### src/sv/fcs_pkg.sv
// ----------------------------------------------------------------------------
// fcs_pkg
// Shared types and constants for the counting semaphore with a wait queue.
// ----------------------------------------------------------------------------
package fcs_pkg;

  localparam int QUEUE_DEPTH  = 16;
  localparam int THREAD_BITS  = 8;
  localparam int COUNT_BITS   = 16;
  localparam int PTR_BITS     = (QUEUE_DEPTH > 1) ? $clog2(QUEUE_DEPTH) : 1;
  localparam int TOTAL_BITS   = $clog2(QUEUE_DEPTH + 1);
  localparam int CODE_BITS    = 3;
  localparam int CFG_IDX_BITS = 2;

  localparam logic [CODE_BITS-1:0] CODE_GRANTED  = 3'd0;
  localparam logic [CODE_BITS-1:0] CODE_QUEUED   = 3'd1;
  localparam logic [CODE_BITS-1:0] CODE_WOKEN    = 3'd2;
  localparam logic [CODE_BITS-1:0] CODE_DONE     = 3'd3;
  localparam logic [CODE_BITS-1:0] CODE_REJECTED = 3'd4;

  localparam logic OP_ACQUIRE = 1'b0;
  localparam logic OP_RELEASE = 1'b1;

  localparam logic [CFG_IDX_BITS-1:0] REG_INITIAL_PERMITS = 2'd0;
  localparam logic [CFG_IDX_BITS-1:0] REG_PERMIT_LIMIT    = 2'd1;

  localparam logic [COUNT_BITS-1:0] PERMIT_LIMIT_RESET = {COUNT_BITS{1'b1}};

  // shared unit modes
  localparam logic ALU_SUB     = 1'b0;
  localparam logic ALU_ADD_SAT = 1'b1;

  typedef struct packed {
    logic                   op;
    logic [THREAD_BITS-1:0] thread_id;
    logic [COUNT_BITS-1:0]  count;
  } in_item_t;

  typedef struct packed {
    logic [THREAD_BITS-1:0] target_thread;
    logic [CODE_BITS-1:0]   code;
    logic [COUNT_BITS-1:0]  permits_left;
    logic                   last;
  } out_item_t;

  typedef struct packed {
    logic clear;
    logic push;
    logic pop;
    logic rd_en;
  } q_ctrl_t;

  typedef struct packed {
    logic full;
    logic empty;
  } q_stat_t;

endpackage

### src/sv/fcs_alu.sv
// ----------------------------------------------------------------------------
// fcs_alu
// Shared permit arithmetic: compare/subtract, or add saturating at the limit.
// ----------------------------------------------------------------------------
module fcs_alu (
  input  logic                          mode,
  input  logic [fcs_pkg::COUNT_BITS-1:0] a,
  input  logic [fcs_pkg::COUNT_BITS-1:0] b,
  input  logic [fcs_pkg::COUNT_BITS-1:0] limit,
  output logic [fcs_pkg::COUNT_BITS-1:0] result,
  output logic                          ge
);
  import fcs_pkg::*;

  logic [COUNT_BITS:0] sum;
  logic [COUNT_BITS:0] diff;

  always_comb begin
    sum  = {1'b0, a} + {1'b0, b};
    diff = {1'b0, a} - {1'b0, b};
    ge   = ~diff[COUNT_BITS];
    if (mode == ALU_ADD_SAT) begin
      result = (sum > {1'b0, limit}) ? limit : sum[COUNT_BITS-1:0];
    end else begin
      result = diff[COUNT_BITS-1:0];
    end
  end

endmodule

### src/sv/fcs_wait_queue.sv
// ----------------------------------------------------------------------------
// fcs_wait_queue
// Circular wait queue of thread ids and requested counts, registered head read.
// ----------------------------------------------------------------------------
module fcs_wait_queue (
  input  logic                           clk,
  input  logic                           rst_n,
  input  fcs_pkg::q_ctrl_t               ctrl,
  input  logic [fcs_pkg::THREAD_BITS-1:0] push_thread,
  input  logic [fcs_pkg::COUNT_BITS-1:0]  push_req,
  output logic [fcs_pkg::THREAD_BITS-1:0] rd_thread,
  output logic [fcs_pkg::COUNT_BITS-1:0]  rd_req,
  output fcs_pkg::q_stat_t               stat
);
  import fcs_pkg::*;

  localparam logic [PTR_BITS-1:0]   PTR_LAST   = PTR_BITS'(QUEUE_DEPTH - 1);
  localparam logic [TOTAL_BITS-1:0] TOTAL_FULL = TOTAL_BITS'(QUEUE_DEPTH);

  logic [THREAD_BITS-1:0] thread_mem [QUEUE_DEPTH];
  logic [COUNT_BITS-1:0]  req_mem    [QUEUE_DEPTH];

  logic [PTR_BITS-1:0]   head_r, head_nxt;
  logic [PTR_BITS-1:0]   tail_r, tail_nxt;
  logic [TOTAL_BITS-1:0] total_r, total_nxt;
  logic [THREAD_BITS-1:0] rd_thread_r;
  logic [COUNT_BITS-1:0]  rd_req_r;

  always_comb begin
    head_nxt  = head_r;
    tail_nxt  = tail_r;
    total_nxt = total_r;
    if (ctrl.clear) begin
      head_nxt  = '0;
      tail_nxt  = '0;
      total_nxt = '0;
    end else if (ctrl.push) begin
      tail_nxt  = (tail_r == PTR_LAST) ? '0 : tail_r + 1'b1;
      total_nxt = total_r + 1'b1;
    end else if (ctrl.pop) begin
      head_nxt  = (head_r == PTR_LAST) ? '0 : head_r + 1'b1;
      total_nxt = total_r - 1'b1;
    end
  end

  always_ff @(posedge clk) begin
    if (!rst_n) begin
      head_r  <= '0;
      tail_r  <= '0;
      total_r <= '0;
    end else begin
      head_r  <= head_nxt;
      tail_r  <= tail_nxt;
      total_r <= total_nxt;
    end
  end

  always_ff @(posedge clk) begin
    if (ctrl.push && !ctrl.clear) begin
      thread_mem[tail_r] <= push_thread;
      req_mem[tail_r]    <= push_req;
    end
    if (ctrl.rd_en) begin
      rd_thread_r <= thread_mem[head_r];
      rd_req_r    <= req_mem[head_r];
    end
  end

  assign rd_thread  = rd_thread_r;
  assign rd_req     = rd_req_r;
  assign stat.full  = (total_r == TOTAL_FULL);
  assign stat.empty = (total_r == '0);

endmodule

### src/sv/fifo_counting_semaphore.sv
// ----------------------------------------------------------------------------
// fifo_counting_semaphore
// Counting semaphore with a FIFO of waiting threads, run by a small sequencer
// around one shared compare/add/subtract unit.
// ----------------------------------------------------------------------------
// acquire: the result word is registered out of the S_ACQ state, busy for one cycle.
// release: the saturating add (S_REL), then per woken waiter a queue head read
//   (S_RD) and a compare/subtract (S_CHK), then the last check and the done word;
//   a queue head that does not fit is read and compared before the done word.
// one word per strobe, never held; the receiver cannot stall.
// synchronous active-low reset: zero permits, limit all ones, queue empty.
module fifo_counting_semaphore (
  input  logic                              clk,
  input  logic                              rst_n,
  input  logic                              start,
  output logic                              busy,
  input  fcs_pkg::in_item_t                 in_data,
  output logic                              out_valid,
  output fcs_pkg::out_item_t                out_data,
  input  logic                              cfg_valid,
  output logic                              cfg_ready,
  input  logic [fcs_pkg::CFG_IDX_BITS-1:0]  cfg_index,
  input  logic [fcs_pkg::COUNT_BITS-1:0]    cfg_data
);
  import fcs_pkg::*;

  localparam logic [2:0] S_IDLE = 3'd0;
  localparam logic [2:0] S_ACQ  = 3'd1;
  localparam logic [2:0] S_REL  = 3'd2;
  localparam logic [2:0] S_RD   = 3'd3;
  localparam logic [2:0] S_CHK  = 3'd4;

  logic [2:0]            state_r, state_nxt;
  in_item_t              item_r, item_nxt;
  logic [COUNT_BITS-1:0] permit_r, permit_nxt;
  logic [COUNT_BITS-1:0] limit_r, limit_nxt;
  logic                  out_valid_r, out_valid_nxt;
  out_item_t             out_data_r, out_data_nxt;

  logic                  alu_mode;
  logic [COUNT_BITS-1:0] alu_b;
  logic [COUNT_BITS-1:0] alu_result;
  logic                  alu_ge;

  q_ctrl_t                q_ctrl;
  q_stat_t                q_stat;
  logic [THREAD_BITS-1:0] q_thread;
  logic [COUNT_BITS-1:0]  q_req;
  logic                   cfg_we;

  assign busy      = (state_r != S_IDLE);
  assign cfg_ready = !busy;
  assign cfg_we    = cfg_valid && cfg_ready;

  assign alu_mode = (state_r == S_REL) ? ALU_ADD_SAT : ALU_SUB;
  assign alu_b    = (state_r == S_CHK) ? q_req : item_r.count;

  fcs_alu u_alu (
    .mode   (alu_mode),
    .a      (permit_r),
    .b      (alu_b),
    .limit  (limit_r),
    .result (alu_result),
    .ge     (alu_ge)
  );

  fcs_wait_queue u_queue (
    .clk         (clk),
    .rst_n       (rst_n),
    .ctrl        (q_ctrl),
    .push_thread (item_r.thread_id),
    .push_req    (item_r.count),
    .rd_thread   (q_thread),
    .rd_req      (q_req),
    .stat        (q_stat)
  );

  always_comb begin
    state_nxt     = state_r;
    item_nxt      = item_r;
    permit_nxt    = permit_r;
    limit_nxt     = limit_r;
    out_valid_nxt = 1'b0;
    out_data_nxt  = out_data_r;
    q_ctrl        = '0;

    unique case (state_r)
      S_IDLE: begin
        if (cfg_we) begin
          unique case (cfg_index)
            REG_INITIAL_PERMITS: begin
              permit_nxt   = cfg_data;
              q_ctrl.clear = 1'b1;
            end
            REG_PERMIT_LIMIT: limit_nxt = cfg_data;
            default: ;
          endcase
        end
        if (start) begin
          item_nxt  = in_data;
          state_nxt = (in_data.op == OP_RELEASE) ? S_REL : S_ACQ;
        end
      end
      S_ACQ: begin
        out_valid_nxt              = 1'b1;
        out_data_nxt.target_thread = item_r.thread_id;
        out_data_nxt.last          = 1'b1;
        if (alu_ge) begin
          permit_nxt        = alu_result;
          out_data_nxt.code = CODE_GRANTED;
        end else if (q_stat.full) begin
          out_data_nxt.code = CODE_REJECTED;
        end else begin
          q_ctrl.push       = 1'b1;
          out_data_nxt.code = CODE_QUEUED;
        end
        out_data_nxt.permits_left = alu_ge ? alu_result : permit_r;
        state_nxt = S_IDLE;
      end
      S_REL: begin
        permit_nxt = alu_result;
        state_nxt  = S_RD;
      end
      S_RD: begin
        if (permit_r == '0 || q_stat.empty) begin
          out_valid_nxt = 1'b1;
          out_data_nxt  = '{target_thread: item_r.thread_id, code: CODE_DONE,
                            permits_left: permit_r, last: 1'b1};
          state_nxt     = S_IDLE;
        end else begin
          q_ctrl.rd_en = 1'b1;
          state_nxt    = S_CHK;
        end
      end
      S_CHK: begin
        out_valid_nxt = 1'b1;
        if (alu_ge) begin
          // head fits: wake it and look at the next one
          permit_nxt   = alu_result;
          q_ctrl.pop   = 1'b1;
          out_data_nxt = '{target_thread: q_thread, code: CODE_WOKEN,
                           permits_left: alu_result, last: 1'b0};
          state_nxt    = S_RD;
        end else begin
          out_data_nxt = '{target_thread: item_r.thread_id, code: CODE_DONE,
                           permits_left: permit_r, last: 1'b1};
          state_nxt    = S_IDLE;
        end
      end
      default: state_nxt = S_IDLE;
    endcase
  end

  always_ff @(posedge clk) begin
    if (!rst_n) begin
      state_r     <= S_IDLE;
      permit_r    <= '0;
      limit_r     <= PERMIT_LIMIT_RESET;
      out_valid_r <= 1'b0;
    end else begin
      state_r     <= state_nxt;
      permit_r    <= permit_nxt;
      limit_r     <= limit_nxt;
      out_valid_r <= out_valid_nxt;
    end
  end

  always_ff @(posedge clk) begin
    item_r     <= item_nxt;
    out_data_r <= out_data_nxt;
  end

  assign out_valid = out_valid_r;
  assign out_data  = out_data_r;

endmodule

### config.mk
export PLATFORM = sky130hd
export DESIGN_NAME = fifo_counting_semaphore
export DESIGN_NICKNAME = d
export VERILOG_FILES = /design/src/sv/fcs_pkg.sv /design/src/sv/fcs_alu.sv /design/src/sv/fcs_wait_queue.sv /design/src/sv/fifo_counting_semaphore.sv
export SDC_FILE = /design/constraint.sdc
export NUM_CORES = 1
export LEC_CHECK = 0
export BUFFER_PORTS_ARGS = -buffer_cell sky130_fd_sc_hd__buf_2
export CELL_PAD_IN_SITES_DETAIL_PLACEMENT = 0
export CELL_PAD_IN_SITES_GLOBAL_PLACEMENT = 1
export CORE_UTILIZATION = 45
export DETAILED_ROUTE_END_ITERATION = 7
export GPL_ROUTABILITY_DRIVEN = 0
export GPL_TIMING_DRIVEN = 1
export PLACE_DENSITY_LB_ADDON = 0.1
export RECOVER_POWER = 25
export SYNTH_ARGS = -nofsm -noshare
export SYNTH_HDL_FRONTEND = slang
export SYNTH_HIERARCHICAL = 1
export SYNTH_SLANG_ARGS = --single-unit
export TNS_END_PERCENT = 5
### constraint.sdc
create_clock -name clk -period 6.71 [get_ports clk]
set_input_delay 1.342 -clock clk [delete_from_list [all_inputs] [get_ports clk]]
set_output_delay 1.342 -clock clk [all_outputs]
set_load 0.05 [all_outputs]
Word-level counts from Yosys, hierarchy flattened --
Memories as Yosys holds them, arrays and structs flattened. A register that Yosys moved wholly into a read port is not among the register bits. Index checks and enable logic that the tools add are counted.
Word-level totals: bits in writable memories 384, memories kept 2, memory bits (read-only) 0, flip-flop bits (word level) 101, logic and storage cells 92, latch bits 0, output and inout bits 31
Memories:
- u_queue.req_mem | words 16, width 16, rd ports 1, clocked after Yosys merged registers in 1, write ports 1, line fcs_wait_queue.sv:21 | logic [COUNT_BITS-1:0] req_mem [QUEUE_DEPTH];
- u_queue.thread_mem | words 16, width 8, rd ports 1, clocked after Yosys merged registers in 1, write ports 1, line fcs_wait_queue.sv:20 | logic [THREAD_BITS-1:0] thread_mem [QUEUE_DEPTH];
Operators by class: equal/unequal tests 12, reduce and logical (&&, ||, !) cells 20, $mul 0, add/subtract/negate cells 6, multiplexer cells 36, div/mod/pow operators 0, shift operators 0, bitwise logic cells 2, $lt $le $gt $ge 1
Operator list (number):
- 16-bit 2-to-1 mux | 6
- 28-bit one-hot mux with 3 select lines | 1
- 28-bit 2-to-1 mux | 2
- 16-bit one-hot mux with 3 select lines | 1
- 16-bit by 16-bit adder with 17-bit output | 1
- 17-bit by 16-bit greater-than comparator with 1-bit output | 1
- 16-bit by 16-bit subtractor with 17-bit output | 1
- 16-bit logical NOT | 1
- 1-bit 2-to-1 mux | 14
- 3-bit 2-to-1 mux | 4
- 3-bit one-hot mux with 4 select lines | 1
- 5-bit 2-to-1 mux | 2
- 3-bit nonzero test | 3
- 4-bit by 1-bit adder with 4-bit output (second input constant) | 2
- 4-bit == test (second input constant) | 2
- 4-bit 2-to-1 mux | 2
- 3-bit by 2-bit == test with 1-bit output (second input constant) | 2
- 2-bit inequality test (second input constant) | 3
- 2-bit AND reduction | 3
- 3-bit AND reduction | 2
- 5-bit by 1-bit adder with 5-bit output (second input constant) | 1
- 5-bit == test (second input constant) | 1
- 5-bit logical NOT | 1
- 5-bit by 1-bit subtractor with 5-bit output (second input constant) | 1
- other kinds (14) | 19

Logic depth before layout (Yosys ltp) --
word-level depth 9, mapped depth 25

Hierarchy --
The synthesis kept the hierarchy.
Modules (own cells, without submodules):
- fcs_wait_queue | cells an instance 724, times used 1, sequential area each 12512.0 µm², area each 15942.8 µm²
- fifo_counting_semaphore | cells an instance 326, times used 1, sequential area each 2282.2 µm², area each 3930.0 µm²
- fcs_alu | cells an instance 349, times used 1, sequential area each 0.0 µm², area each 2396.0 µm²

Worst setup path before layout --
No wires, ideal clock.
path type flip-flop to flip-flop, start point reg state_r[2], end point reg out_data_r, in the netlist out_data[16], data pin, setup time 0.260 ns, data arrival time 5.577 ns, buffers on the path 4, stages on the path, launching flop included 25, slack 0.873 ns, path through dfxtp_1 > buf_4 > nor3b_4 > buf_2 > mux2_2 > inv_1 > ha_1 > buf_2 > nor2b_1 > a2111oi_4 > o211ai_2 > a31oi_2 > nor4_1 > or4_1 > ha_1 > nand2_1 > nor4_1 > o2bb2ai_1 > a31oi_1 > a2111oi_4 > nor2b_2 > buf_4 > a221oi_2 > nand3_1 > mux2_2
RTL lines:
- start, declared | line fifo_counting_semaphore.sv:33 | logic [2:0] state_r, state_nxt;
- start signal, assigned | line fifo_counting_semaphore.sv:161 | state_r <= state_nxt;
- end signal, assigned | line fifo_counting_semaphore.sv:170 | out_data_r <= out_data_nxt;
- end, declared | line fifo_counting_semaphore.sv:38 | out_item_t out_data_r, out_data_nxt;

==> out/results.ini <==
[drt]
drt_iter0_drc = 797
viasPerCell = 5.59
wire_per_inst_um = 24.0
wirelength_um = 52900
drt_pass1_iterations = 5
postRouteAntennaNets = 0
drc_errors = 0
vias = 12300

[global_route]
grt_pass1_wl_um = 78800
antenna_found_initial = 1
grt_max_degree = 55
grt_pass1_vias = 12400
track_usage = 0.214
gr-total-overflow = 0

[synth]
yosys.area_share.xor_xnor = 0.00787
synthArstFlopShare = 0
synth.distinct_cells = 79
syn_area_mm2 = 0.0223
ys_warn_count = 6
synth-seq-cells = 509
synthFlopType = edfxtp_1
avgSynthCellArea_um2 = 15.9
synth_compound_area_frac = 0.0756
synth_top_family_by_area = multiplexers
synth_mux_area_frac = 0.119
synth-adder-area-share = 0.0347
syn-num-nets = 1505
synth-edff-count = 460
synth-simple-area-share = 0.0703
synth-seq-area-share = 0.664
syn_inst = 1399

[floorplanning]
pin_count = 78
start_util = 0.456
die-area_mm2 = 0.0504
num_rows = 81
die_h_um = 224
die_x_um = 224
core_mm2 = 0.0488

[cells_and_area]
final_cell_mix = edfxtp_1, nand2_1, mux4_2, buf_2, ha_1
finish.instance_area_mm2 = 0.0251
finalNetCount = 1602
areaGrowthSynthToFinish_pct = 12.7
diodes = 0
drive_gt1_frac = 0.237
fillCellCount = 4136
final_common_cell = edfxtp_1

[setup_path]
critPathMaxFanout = 19
crit_type = reg -> reg
crit_required_ps = 7040
r2r_end = out_data[1]$_DFFE_PP_
reg2regPathDepth = 20
rrSetupSlack_ps = 510
crit_arrival_ps = 6530
critPathCaptureType = flop
startpoint_type = flop
reg2reg_from = state_r[1]$_SDFFE_PN0P_

[power]
peakVddDrop_v = 0.000213
power.leakage_nw = 8.63
p_per_area_mw_per_mm2 = 292

[sta]
post-route-min-period_ps = 6200
fin_hold_ws_ps = 474
fin_skew_ps = 35.8
fin_ws_ps = 512
fmax_ghz = 0.161
rsz0062_at_grt = no
hold_violations = 0
fin_tns_setup_ps = 0
worstMarginPinSlew_ps = 1010
maxSlewViolCount = 0
relSlewSlack = 0.327
final-setup-viol-count = 0
fin_crit_sh = 0.924

[clock_tree]
cts_tree = yes
cts_sinks = 509
cts_made_buffers = 52
hold_buffers = 0
postCtsSetupRepairBufs = 0
root_buffer = clkbuf_16
h-tree-depth = 2
worstSkewPairLatency_ps = 610
path_clk_slew_ps = 60
ctsResizeCount = 0
clk_path_buf_depth = 3

[hold_path]
hold_end = limit_r[6]$_SDFFE_PN1P_
whs_path_depth = 2
hp-class = reg -> reg
hp-start = limit_r[6]$_SDFFE_PN1P_

[status]
status = finished clean

[placement]
io_buffers = 77
place_area_mm2 = 0.0234
dp_hpwl_um = 30400
place_ws_ps = 274

[run]
drv_cap = 0

## stage by stage
step / cells / total power (W) / util
final: 2202 / 0.00733 / 0.514
after global routing: 2202 / 0.00762 / 0.514
after CTS: 2199 / 0.00742 / 0.513
after detailed placement: 2103 / 0.00455 / 0.479
after global placement: 2103 / 0.00454 / 0.479
after floorplan: 1399 / 0.00430 / -
## per-layer routing
layer | wire [um] | track usage | vias up | part of all wire
li1 | - | - | 5662 | -
met1 | 23300 | 0.289 | 6291 | 0.44
met2 | 25900 | 0.354 | 271 | 0.49
met3 | 2270 | 0.0344 | 81 | 0.043
met4 | 1380 | 0.0698 | 0 | 0.026
met5 | 0 | 0 | - | 0
## flip-flops by register name, indices dropped and copies added (netlist names)
name,count
u_queue/total_r,5
u_queue/head_r,4
item_r,24
u_queue/req_mem,256
u_queue/tail_r,4
out_data,28
u_queue/rd_req,16
u_queue/rd_thread,8
out_valid,1
limit_r,16
u_queue/thread_mem,128
permit_r,16
state_r,3
## kinds of logic after synthesis
family | after synthesis
AO/OA/AOI/OAI | 227
XOR/XNOR | 20
multiplexers | 140
AND/OR/NAND/NOR | 314
flip-flops | 509
adder cells (fa/ha/maj) | 60
buffers and inverters | 129
## cells in the mapped netlist, types with 7 or more instances
library cell | number | area, um2
edfxtp_1 | 460 | 13800
nand2_1 | 123 | 462
mux4_2 | 96 | 2160
ha_1 | 56 | 701
inv_1 | 54 | 203
a22oi_1 | 50 | 375
dfxtp_1 | 49 | 981
nor2_1 | 48 | 180
mux2_2 | 41 | 462
a21oi_1 | 36 | 180
o21ai_0 | 32 | 160
clkbuf_1 | 31 | 116
nand3_1 | 29 | 145
and2_1 | 22 | 138
buf_2 | 20 | 100
o21ai_1 | 19 | 95.1
nor2b_1 | 18 | 113
buf_4 | 16 | 120
nand2b_1 | 14 | 87.6
nor3_1 | 12 | 60.1
xnor2_1 | 12 | 105
a21o_1 | 10 | 75.1
a41oi_2 | 10 | 163
nor4_1 | 10 | 62.6
xor2_1 | 8 | 70.1
a31oi_1 | 7 | 43.8
## layout make-up
type | count | area [um2] | share of cell area
sequential | 509 | 14800 | 0.590
timing repair buffer | 116 | 671 | 0.0267
inverter | 55 | 206 | 0.00823
clock buffer | 61 | 1360 | 0.0541
tap | 664 | 831 | 0.0331
multi-input combinational | 762 | 6890 | 0.275
clock inverter | 35 | 333 | 0.0133
## worst max-delay path by stage
stage | startpoint | endpoint | slack [ps] | cells past startpoint
finish | state_r[1]$_SDFFE_PN0P_ | out_data[1]$_DFFE_PP_ | 510 | 20
global route | state_r[1]$_SDFFE_PN0P_ | out_data[1]$_DFFE_PP_ | 100 | 20
CTS | state_r[0]$_SDFFE_PN0P_ | out_data[1]$_DFFE_PP_ | 250 | 21
detailed placement | state_r[0]$_SDFFE_PN0P_ | out_data[13]$_DFFE_PP_ | 270 | 21
global placement | state_r[0]$_SDFFE_PN0P_ | out_data[13]$_DFFE_PP_ | 400 | 21
floorplan | state_r[2]$_SDFFE_PN0P_ | out_data[16]$_DFFE_PP_ | 870 | 24
## worst max-delay path: stages (launching register included)
cell	delay, ps
dfxtp_1	350
nor3b_4	420
mux2_2	410
inv_1	70
ha_1	320
nor2b_1	210
a2111oi_4	390
o211ai_2	180
a31oi_2	380
nor4_1	90
or4_1	550
ha_1	320
nand2_1	80
nor4_1	370
o31ai_1	140
a31oi_1	370
a2111oi_4	100
buf_4	230
nor2b_2	460
o21ai_0	180
mux2_2	290
## report_power, final
group	internal (W)	switching, W
clock	0.00164	0.00121
sequential	0.00355	0.0000948
combinational	0.000316	0.000515
No activity file was read; power rests on OpenSTA's default activity.
